[src/sv/ubtf_pkg.sv]
`timescale 1ns / 1ps
`default_nettype none
package ubtf_pkg;

  localparam int TX_DEPTH_DEF = 32;
  localparam int RX_DEPTH_DEF = 32;
  localparam logic [15:0] IDLE_TIMEOUT_RST = 16'd10;

  // request opcodes
  localparam logic [1:0] OP_PUSH  = 2'd0;
  localparam logic [1:0] OP_READY = 2'd1;
  localparam logic [1:0] OP_RX    = 2'd2;
  localparam logic [1:0] OP_TICK  = 2'd3;

  // result kinds
  localparam logic [1:0] KIND_PUSH  = 2'd0;
  localparam logic [1:0] KIND_LINE  = 2'd1;
  localparam logic [1:0] KIND_IDLE  = 2'd2;
  localparam logic [1:0] KIND_FRAME = 2'd3;

  localparam logic [4:0] PENDING_MAX = 5'd31;

  typedef struct packed {
    logic [1:0] op;
    logic [7:0] data;
  } request_t;

  typedef struct packed {
    logic [1:0] kind;
    logic [7:0] data_out;
    logic       accepted;
    logic       last;
    logic [4:0] pending_count;
  } result_t;

  typedef enum logic [1:0] {
    ST_IDLE,
    ST_TX_WAIT,
    ST_DELIVER,
    ST_FLUSH
  } state_t;

  typedef struct packed {
    logic       push;
    logic       pop;
    logic       clear;
    logic [7:0] data;
  } tx_cmd_t;

  typedef struct packed {
    logic       full;
    logic       empty;
    logic       armed;
    logic [4:0] pending;
    logic [4:0] pending_inc;
  } tx_stat_t;

  typedef struct packed {
    logic       store;
    logic       tick;
    logic       rd_en;
    logic       clear;
    logic [7:0] data;
  } rx_cmd_t;

  typedef struct packed {
    logic full;
    logic fire;
    logic rd_last;
  } rx_stat_t;

  typedef struct packed {
    logic valid;
    logic from_rx;
    logic last;
  } rd_tag_t;

endpackage
`default_nettype wire

[src/sv/ubtf_tx_ring.sv]
`timescale 1ns / 1ps
`default_nettype none
module ubtf_tx_ring #(
  parameter int TX_DEPTH = ubtf_pkg::TX_DEPTH_DEF
) (
  input  wire logic               clk,
  input  wire logic               rst,
  input  wire ubtf_pkg::tx_cmd_t  cmd,
  output ubtf_pkg::tx_stat_t      stat,
  output logic [7:0]              rd_data
);
  import ubtf_pkg::*;

  localparam int PW = $clog2(TX_DEPTH);
  localparam int CW = (PW + 1 > 5) ? PW + 1 : 5;

  logic [7:0]    mem [TX_DEPTH];
  logic [PW-1:0] head;
  logic [PW-1:0] tail;
  logic          armed;
  logic [PW-1:0] head_inc;
  logic [PW-1:0] tail_inc;
  logic [CW-1:0] count;

  assign head_inc = (head == PW'(TX_DEPTH - 1)) ? '0 : head + 1'b1;
  assign tail_inc = (tail == PW'(TX_DEPTH - 1)) ? '0 : tail + 1'b1;

  // occupancy with wrap
  always_comb begin
    if (head >= tail) begin
      count = CW'(head) - CW'(tail);
    end else begin
      count = CW'(head) + CW'(TX_DEPTH) - CW'(tail);
    end
  end

  always_comb begin
    stat.full        = (head_inc == tail);
    stat.empty       = (head == tail);
    stat.armed       = armed;
    stat.pending     = (count > CW'(PENDING_MAX)) ? PENDING_MAX : count[4:0];
    stat.pending_inc = (count >= CW'(PENDING_MAX)) ? PENDING_MAX : count[4:0] + 5'd1;
  end

  always_ff @(posedge clk) begin
    if (rst) begin
      head  <= '0;
      tail  <= '0;
      armed <= 1'b0;
    end else if (cmd.clear) begin
      head  <= '0;
      tail  <= '0;
      armed <= 1'b0;
    end else begin
      if (cmd.push) begin
        head  <= head_inc;
        armed <= 1'b1;
      end
      if (cmd.pop) begin
        tail <= tail_inc;
      end
    end
  end

  always_ff @(posedge clk) begin
    if (cmd.push) begin
      mem[head] <= cmd.data;
    end
    if (cmd.pop) begin
      rd_data <= mem[tail];
    end
  end

`ifndef SYNTHESIS
  a_no_push_full: assert property (@(posedge clk) disable iff (rst)
    cmd.push |-> !stat.full) else $error("push into full ring");
  a_no_pop_empty: assert property (@(posedge clk) disable iff (rst)
    cmd.pop |-> (armed && !stat.empty)) else $error("pop from empty or disarmed ring");
  a_push_arms: assert property (@(posedge clk) disable iff (rst)
    (cmd.push && !cmd.clear) |=> (armed && !stat.empty))
    else $error("push did not arm transmit");
  a_clear_resets: assert property (@(posedge clk) disable iff (rst)
    cmd.clear |=> (head == '0 && tail == '0 && !armed))
    else $error("clear left ring state behind");
`endif
endmodule
`default_nettype wire

[src/sv/ubtf_rx_store.sv]
`timescale 1ns / 1ps
`default_nettype none
module ubtf_rx_store #(
  parameter int RX_DEPTH = ubtf_pkg::RX_DEPTH_DEF,
  localparam int AW = (RX_DEPTH > 1) ? $clog2(RX_DEPTH) : 1
) (
  input  wire logic               clk,
  input  wire logic               rst,
  input  wire ubtf_pkg::rx_cmd_t  cmd,
  input  wire logic [AW-1:0]      rd_addr,
  input  wire logic [15:0]        idle_timeout,
  output ubtf_pkg::rx_stat_t      stat,
  output logic [7:0]              rd_data
);
  import ubtf_pkg::*;

  localparam int FW = $clog2(RX_DEPTH + 1);

  logic [7:0]    mem [RX_DEPTH];
  logic [FW-1:0] fill;
  logic          pending;
  logic [16:0]   idle_count;

  always_comb begin
    stat.full    = (fill == FW'(RX_DEPTH));
    stat.fire    = pending && ({1'b0, idle_timeout} <= idle_count);
    stat.rd_last = ((FW'(rd_addr) + 1'b1) == fill);
  end

  always_ff @(posedge clk) begin
    if (rst) begin
      fill       <= '0;
      pending    <= 1'b0;
      idle_count <= '0;
    end else begin
      if (cmd.store) begin
        fill       <= fill + 1'b1;
        pending    <= 1'b1;
        idle_count <= '0;
      end else if (cmd.tick && pending) begin
        if (stat.fire) begin
          pending    <= 1'b0;
          idle_count <= '0;
        end else if (idle_count != 17'h1FFFF) begin
          idle_count <= idle_count + 17'd1;
        end
      end
      if (cmd.clear) begin
        fill <= '0;
      end
    end
  end

  always_ff @(posedge clk) begin
    if (cmd.store) begin
      mem[fill[AW-1:0]] <= cmd.data;
    end
    if (cmd.rd_en) begin
      rd_data <= mem[rd_addr];
    end
  end

`ifndef SYNTHESIS
  a_no_store_full: assert property (@(posedge clk) disable iff (rst)
    cmd.store |-> !stat.full) else $error("store into full buffer");
  a_read_in_fill: assert property (@(posedge clk) disable iff (rst)
    cmd.rd_en |-> (FW'(rd_addr) < fill)) else $error("read beyond fill");
  a_fire_clears: assert property (@(posedge clk) disable iff (rst)
    (cmd.tick && stat.fire && !cmd.store) |=> (!pending && idle_count == '0))
    else $error("delivery left timer running");
  a_pending_nonempty: assert property (@(posedge clk) disable iff (rst)
    pending |-> (fill != '0)) else $error("frame pending with empty buffer");
`endif
endmodule
`default_nettype wire

[src/sv/uart_buffered_tx_rx_framer_top.sv]
`timescale 1ns / 1ps
`default_nettype none
// Buffered UART framer. A request word (start while busy is low) is one event:
// push a transmit byte, transmitter ready, byte received, or tick. Results come
// out on result with result_valid high for exactly one cycle each; the receiver
// cannot stall, so sample every strobe. A push gives one status word on the
// cycle after it is taken and busy stays low. A ready that finds a byte reads
// the transmit ring through its registered read port: busy holds through
// ST_TX_WAIT and the byte comes out as a line word once the read data is back.
// A ready on an empty ring gives an idle word in the cycle after; a ready while
// disarmed, a received byte and a quiet tick give nothing and leave busy low. A
// tick that hits the idle timeout streams the held frame out of the receive
// buffer, one byte per cycle through its single read port: each byte passes the
// read register and the result register, busy holds through ST_DELIVER and
// ST_FLUSH, and the last byte is flagged. Bytes received while transmit is
// armed or while the buffer is full are dropped. cfg_data sets idle_timeout
// (reset 10 ticks); write it only while no request is in flight. No clearing
// pass after reset: both buffers are addressed only where written.
module uart_buffered_tx_rx_framer_top #(
  parameter int TX_DEPTH = ubtf_pkg::TX_DEPTH_DEF,
  parameter int RX_DEPTH = ubtf_pkg::RX_DEPTH_DEF
) (
  input  wire logic               clk,
  input  wire logic               rst,
  input  wire logic               start,
  output logic                    busy,
  input  wire ubtf_pkg::request_t request,
  output logic                    result_valid,
  output ubtf_pkg::result_t       result,
  input  wire logic               cfg_valid,
  output logic                    cfg_ready,
  input  wire logic [15:0]        cfg_data
);
  import ubtf_pkg::*;

  localparam int AW = (RX_DEPTH > 1) ? $clog2(RX_DEPTH) : 1;

  state_t        state;
  state_t        state_next;
  logic [AW-1:0] idx;
  logic [AW-1:0] idx_next;
  rd_tag_t       tag;
  rd_tag_t       tag_next;
  logic [15:0]   idle_timeout;
  logic          accept;
  logic          res_load;
  result_t       res_next;

  tx_cmd_t       tx_cmd;
  tx_stat_t      tx_stat;
  logic [7:0]    tx_rd_data;
  rx_cmd_t       rx_cmd;
  rx_stat_t      rx_stat;
  logic [7:0]    rx_rd_data;

  ubtf_tx_ring #(
    .TX_DEPTH(TX_DEPTH)
  ) u_tx (
    .clk     (clk),
    .rst     (rst),
    .cmd     (tx_cmd),
    .stat    (tx_stat),
    .rd_data (tx_rd_data)
  );

  ubtf_rx_store #(
    .RX_DEPTH(RX_DEPTH)
  ) u_rx (
    .clk          (clk),
    .rst          (rst),
    .cmd          (rx_cmd),
    .rd_addr      (idx),
    .idle_timeout (idle_timeout),
    .stat         (rx_stat),
    .rd_data      (rx_rd_data)
  );

  // config register: always ready; user writes only while quiet (not enforced)
  assign cfg_ready = 1'b1;

  always_ff @(posedge clk) begin
    if (rst) begin
      idle_timeout <= IDLE_TIMEOUT_RST;
    end else if (cfg_valid && cfg_ready) begin
      idle_timeout <= cfg_data;
    end
  end

  assign busy   = (state != ST_IDLE);
  assign accept = start && !busy;

  // sequencer: decode the request, then drive memory reads until done
  always_comb begin
    state_next = state;
    idx_next   = idx;
    tag_next   = '0;
    res_load   = 1'b0;
    res_next   = '0;
    tx_cmd     = '0;
    rx_cmd     = '0;
    tx_cmd.data = request.data;
    rx_cmd.data = request.data;

    unique case (state)
      ST_IDLE: begin
        if (accept) begin
          unique case (request.op)
            OP_PUSH: begin
              res_load      = 1'b1;
              res_next.kind = KIND_PUSH;
              if (!tx_stat.full) begin
                tx_cmd.push            = 1'b1;
                res_next.accepted      = 1'b1;
                res_next.pending_count = tx_stat.pending_inc;
              end else begin
                res_next.pending_count = tx_stat.pending;
              end
            end
            OP_READY: begin
              if (tx_stat.armed) begin
                if (!tx_stat.empty) begin
                  // read oldest byte; the result word is formed once the read data is back
                  tx_cmd.pop    = 1'b1;
                  tag_next.valid = 1'b1;
                  state_next    = ST_TX_WAIT;
                end else begin
                  tx_cmd.clear  = 1'b1;
                  res_load      = 1'b1;
                  res_next.kind = KIND_IDLE;
                end
              end
            end
            OP_RX: begin
              rx_cmd.store = !tx_stat.armed && !rx_stat.full;
            end
            OP_TICK: begin
              rx_cmd.tick = 1'b1;
              if (rx_stat.fire) begin
                idx_next   = '0;
                state_next = ST_DELIVER;
              end
            end
            default: begin
            end
          endcase
        end
      end
      ST_TX_WAIT: begin
        state_next = ST_IDLE;
      end
      ST_DELIVER: begin
        // issue one frame read per cycle
        rx_cmd.rd_en     = 1'b1;
        tag_next.valid   = 1'b1;
        tag_next.from_rx = 1'b1;
        tag_next.last    = rx_stat.rd_last;
        if (rx_stat.rd_last) begin
          state_next = ST_FLUSH;
        end else begin
          idx_next = idx + 1'b1;
        end
      end
      ST_FLUSH: begin
        // last byte is leaving; empty the buffer
        rx_cmd.clear = 1'b1;
        state_next   = ST_IDLE;
      end
      default: begin
        state_next = ST_IDLE;
      end
    endcase

    // read data is back: form the result word
    if (tag.valid) begin
      res_load               = 1'b1;
      res_next.kind          = tag.from_rx ? KIND_FRAME : KIND_LINE;
      res_next.data_out      = tag.from_rx ? rx_rd_data : tx_rd_data;
      res_next.last          = tag.last;
      res_next.pending_count = tx_stat.pending;
    end
  end

  always_ff @(posedge clk) begin
    if (rst) begin
      state        <= ST_IDLE;
      tag          <= '0;
      result_valid <= 1'b0;
      idx          <= '0;
    end else begin
      state        <= state_next;
      tag          <= tag_next;
      result_valid <= res_load;
      idx          <= idx_next;
    end
  end

  always_ff @(posedge clk) begin
    if (res_load) begin
      result <= res_next;
    end
  end

`ifndef SYNTHESIS
  a_tag_gives_result: assert property (@(posedge clk) disable iff (rst)
    tag.valid |=> result_valid) else $error("read data dropped");
  a_idle_empty: assert property (@(posedge clk) disable iff (rst)
    (result_valid && result.kind == KIND_IDLE) |-> (result.pending_count == 5'd0))
    else $error("idle reported with bytes pending");
  a_flush_returns: assert property (@(posedge clk) disable iff (rst)
    (state == ST_FLUSH) |=> (state == ST_IDLE && result_valid && result.last))
    else $error("frame did not end on a last byte");
  a_no_tag_in_idle_accept: assert property (@(posedge clk) disable iff (rst)
    accept |-> !tag.valid) else $error("result collision on accept");
`endif
endmodule
`default_nettype wire
[config.mk]
export PLATFORM = sky130hd
export DESIGN_NAME = uart_buffered_tx_rx_framer_top
export DESIGN_NICKNAME = d
export VERILOG_FILES = /design/src/sv/ubtf_pkg.sv /design/src/sv/ubtf_tx_ring.sv /design/src/sv/ubtf_rx_store.sv /design/src/sv/uart_buffered_tx_rx_framer_top.sv
export SDC_FILE = /design/constraint.sdc
export NUM_CORES = 1
export LEC_CHECK = 0
export BUFFER_PORTS_ARGS = -buffer_cell sky130_fd_sc_hd__buf_2
export CAP_MARGIN = 15
export CELL_PAD_IN_SITES_DETAIL_PLACEMENT = 0
export CELL_PAD_IN_SITES_GLOBAL_PLACEMENT = 1
export CORE_MARGIN = 8
export CORE_UTILIZATION = 59
export CTS_CLUSTER_DIAMETER = 30
export DETAILED_ROUTE_END_ITERATION = 8
export GPL_TIMING_DRIVEN = 0
export PLACE_DENSITY_LB_ADDON = 0.05
export RECOVER_POWER = 100
export REMOVE_ABC_BUFFERS = 1
export SKIP_CTS_REPAIR_TIMING = 1
export SYNTH_ARGS = -nofsm -noshare
export SYNTH_HDL_FRONTEND = slang
export SYNTH_SLANG_ARGS = --single-unit
[constraint.sdc]
create_clock -name clk -period 7.2 [get_ports clk]
set_input_delay 1.44 -clock clk [delete_from_list [all_inputs] [get_ports clk]]
set_output_delay 1.44 -clock clk [all_outputs]
set_load 0.05 [all_outputs]
==> results_dict.tcl <==
set metrics [dict create \
    status "complete, but fails checks" \
    violations "capacitance limit, slew limit" \
    critical_path_arrival_ns 5.11 \
    cp-end-kind "flip-flop" \
    fin_nets 1560 \
    routedWlPerCell_um 24.6 \
    grt_max_degree 65 \
    grt_pass1_vias 13500 \
    die_area_um2 49200 \
    ys_seq_elements 607 \
    drv_cap 13 \
    synth_area_um2 25000 \
    rsz0062_at_grt "no" \
    ios 50 \
    route.detailed.drc 0 \
    cts_tree "done" \
    core-area_um2 41900 \
    drive_gt1_share_pct 23.7 \
    diodes 0 \
    place.detailed.hpwl_um 31300 \
    grtUsageMet3_pct 6.10 \
    grt_use_total_pct 21.7 \
    grt_pass1_wl_um 80900 \
    hold_path.class "reg2reg" \
    die_height_um 222 \
    use_met1_pct 30.4 \
    worstPathMaxFanout 36 \
    path_class "reg2reg" \
    period_needed_ns 4.84 \
    netlist_instances 1384 \
    synth_cell_type_count 73 \
    areaGrowthSynthToFinish_pct 18.1 \
    antenna_found_initial 0 \
    synth_flop_cell "edfxtp_1" \
    cts_max_level 3 \
    ir_worst_vdd_mv 0.237 \
    drt_iter0_markers 1330 \
    final.period_utilization_pct 67.2 \
    cts_buffers 114 \
    max_slew_margin_pct -81.7 \
    synth_edf_count 545 \
    routed_wl_um 52500 \
    p_per_area_nw_per_um2 312 \
    startpoint_type "flip-flop" \
    fillers 2666 \
    clk_pin_slew_ns 0.05 \
    initial_utilization_pct 59.7 \
    num_vias 13100 \
    worstPathRequired_ns 7.47 \
    first_pass_iters 6 \
    ctsRootBufferMaster "clkbuf_16" \
    fin_skew_ns 0.0207 \
    dieWidth_um 222 \
    finalSetupTns_ns 0 \
    top_usage_layer "met2" \
    p_leak_uw 0.00951 \
    ys_seq_area_share_pct 70.5 \
    finalSetupViolations 0 \
    clock.fmax_mhz 207 \
    cts.path.max_buffers 3 \
    viasPerCell 6.16 \
    synthArstFlopShare_pct 0 \
    yosysWarnings 0 \
    drv_slew 542 \
    syn_avg_cell_area_um2 18.0 \
    tightest_slew_ns 2.72 \
    antenna_left 0 \
    grtUsageMet2_pct 32.7 \
    fin_hold_ws_ns 0.477 \
    port_buffers 48 \
    hold_viol_final 0 \
    clkLatencyLatePin_ns 0.66 \
    rows 75 \
    power_uw 9200 \
    grt_overflow 0 \
    globalplace.congestion 0.779 \
    cts_sinks 607 \
]
[registers in the layout (all words and copies together), names as in the netlist]
signal and cells:
u_tx.rd_data 8, u_tx.tail 5, u_rx.rd_data 8, u_rx.idle_count 17
u_rx.pending 1, u_rx.fill 6, idx 5, result 17
tag 3, result_valid 1, u_rx.mem 256, state 2
u_tx.armed 1, u_tx.head 5, idle_timeout 16, u_tx.mem 256
[final timing paths]
check                      startpoint             endpoint  slack (ns)  cells after the start
setup reg to reg         u_tx.tail[0]      u_tx.mem[17][4]        2.36                      6
hold reg to reg   u_rx.idle_count[15]  u_rx.idle_count[15]        0.48                      2
setup / recovery         u_tx.tail[0]      u_tx.mem[17][4]        2.36                      6
hold / removal    u_rx.idle_count[15]  u_rx.idle_count[15]        0.48                      2
[metal layers]
layer,wire length [um],vias to the layer above
met5,0,-
met4,1310,0
met3,4120,98
met2,24500,516
met1,22500,6673
li1,-,5849
[cell usage in the layout (no fill, tap or decap), drive strengths merged, types with 10 or more instances in the layout]
cell,count
o21ai,21
clkbuf,167
a21oi,35
edfxtp,545
clkinv,43
xnor2,12
or4,10
nand2,57
buf,24
ha,36
nand4,10
nand3,25
o31ai,14
dfxtp,62
nor3,15
inv,58
mux2i,23
bufinv,11
clkinvlp,12
mux4,160
nor2,124
[Yosys cell counts (6+ instances only)]
| cell | number | share of area (%) |
|---|---|---|
| edfxtp_1 | 545 | 66 |
| mux4_2 | 149 | 13 |
| nor2_1 | 123 | 1.8 |
| dfxtp_1 | 62 | 5.0 |
| nand2_1 | 57 | 0.86 |
| ha_1 | 36 | 1.8 |
| a21oi_1 | 35 | 0.70 |
| inv_1 | 35 | 0.53 |
| clkbuf_1 | 34 | 0.51 |
| nand3_1 | 25 | 0.50 |
| mux2i_1 | 23 | 0.92 |
| buf_2 | 15 | 0.30 |
| o21ai_0 | 15 | 0.30 |
| nor3_1 | 14 | 0.28 |
| o31ai_1 | 14 | 0.42 |
| xnor2_1 | 12 | 0.42 |
| mux4_1 | 11 | 1.2 |
| buf_1 | 10 | 0.15 |
| nand4_1 | 10 | 0.25 |
| or4_1 | 10 | 0.30 |
| mux2_2 | 9 | 0.41 |
| nand2b_1 | 9 | 0.23 |
| or3_1 | 9 | 0.23 |
| and3_1 | 8 | 0.20 |
| nor2b_1 | 8 | 0.20 |
| xor2_1 | 7 | 0.25 |
| nand3b_1 | 6 | 0.18 |
| o21ai_1 | 6 | 0.12 |
[cell families (layout without fill, tap and decap cells)]
| logic type | Yosys count | after routing | share of synthesized area (%) |
|---|---|---|---|
| AO/OA/AOI/OAI | 113 | 113 | 2.96 |
| XOR/XNOR | 19 | 19 | 0.666 |
| adder cells (fa/ha/maj) | 37 | 37 | 1.88 |
| buffers and inverters | 107 | 315 | 1.95 |
| flip-flops | 607 | 607 | 70.5 |
| multiplexers | 192 | 192 | 15.9 |
| other | 1 | 1 | 0.0150 |
| AND/OR/NAND/NOR | 308 | 308 | 6.11 |
[cell type report]
type	instances	area [um2]	area share [%]
repair buffers	62	362	1.23
multi-input cells	670	6880	23.3
well taps	539	674	2.29
inverters	38	143	0.484
flip-flops and latches	607	17600	59.7
clock buffers	129	2930	9.93
clock inverters	86	893	3.03
[critical path: stages (launching register included)]
cell	delay, ns
dfxtp_1	2.00
inv_1	0.27
a21oi_1	0.22
a31oi_1	0.07
nand4_1	0.43
nand3_1	0.59
nor2_1	0.84
[power breakdown]
| group | leakage (uW) | switching (uW) | internal, uW |
|---|---|---|---|
| combinational | 0.00225 | 118 | 41.1 |
| clock | 0.00184 | 1830 | 3350 |
| sequential | 0.00542 | 8.16 | 3860 |
[metrics by stage]
step	util, %	instance area [um2]	setup WS (ns)	cells
2_1_floorplan	-	24600	1.91	1315
3_3_place_gp	61.0	25500	0.414	1902
3_5_place_dp	61.4	25700	3.04	1907
4_1_cts	70.5	29500	3.23	2122
5_1_grt	70.5	29500	1.80	2131
6_report	70.5	29500	2.36	2131
Power figures use the tool's default switching activity.
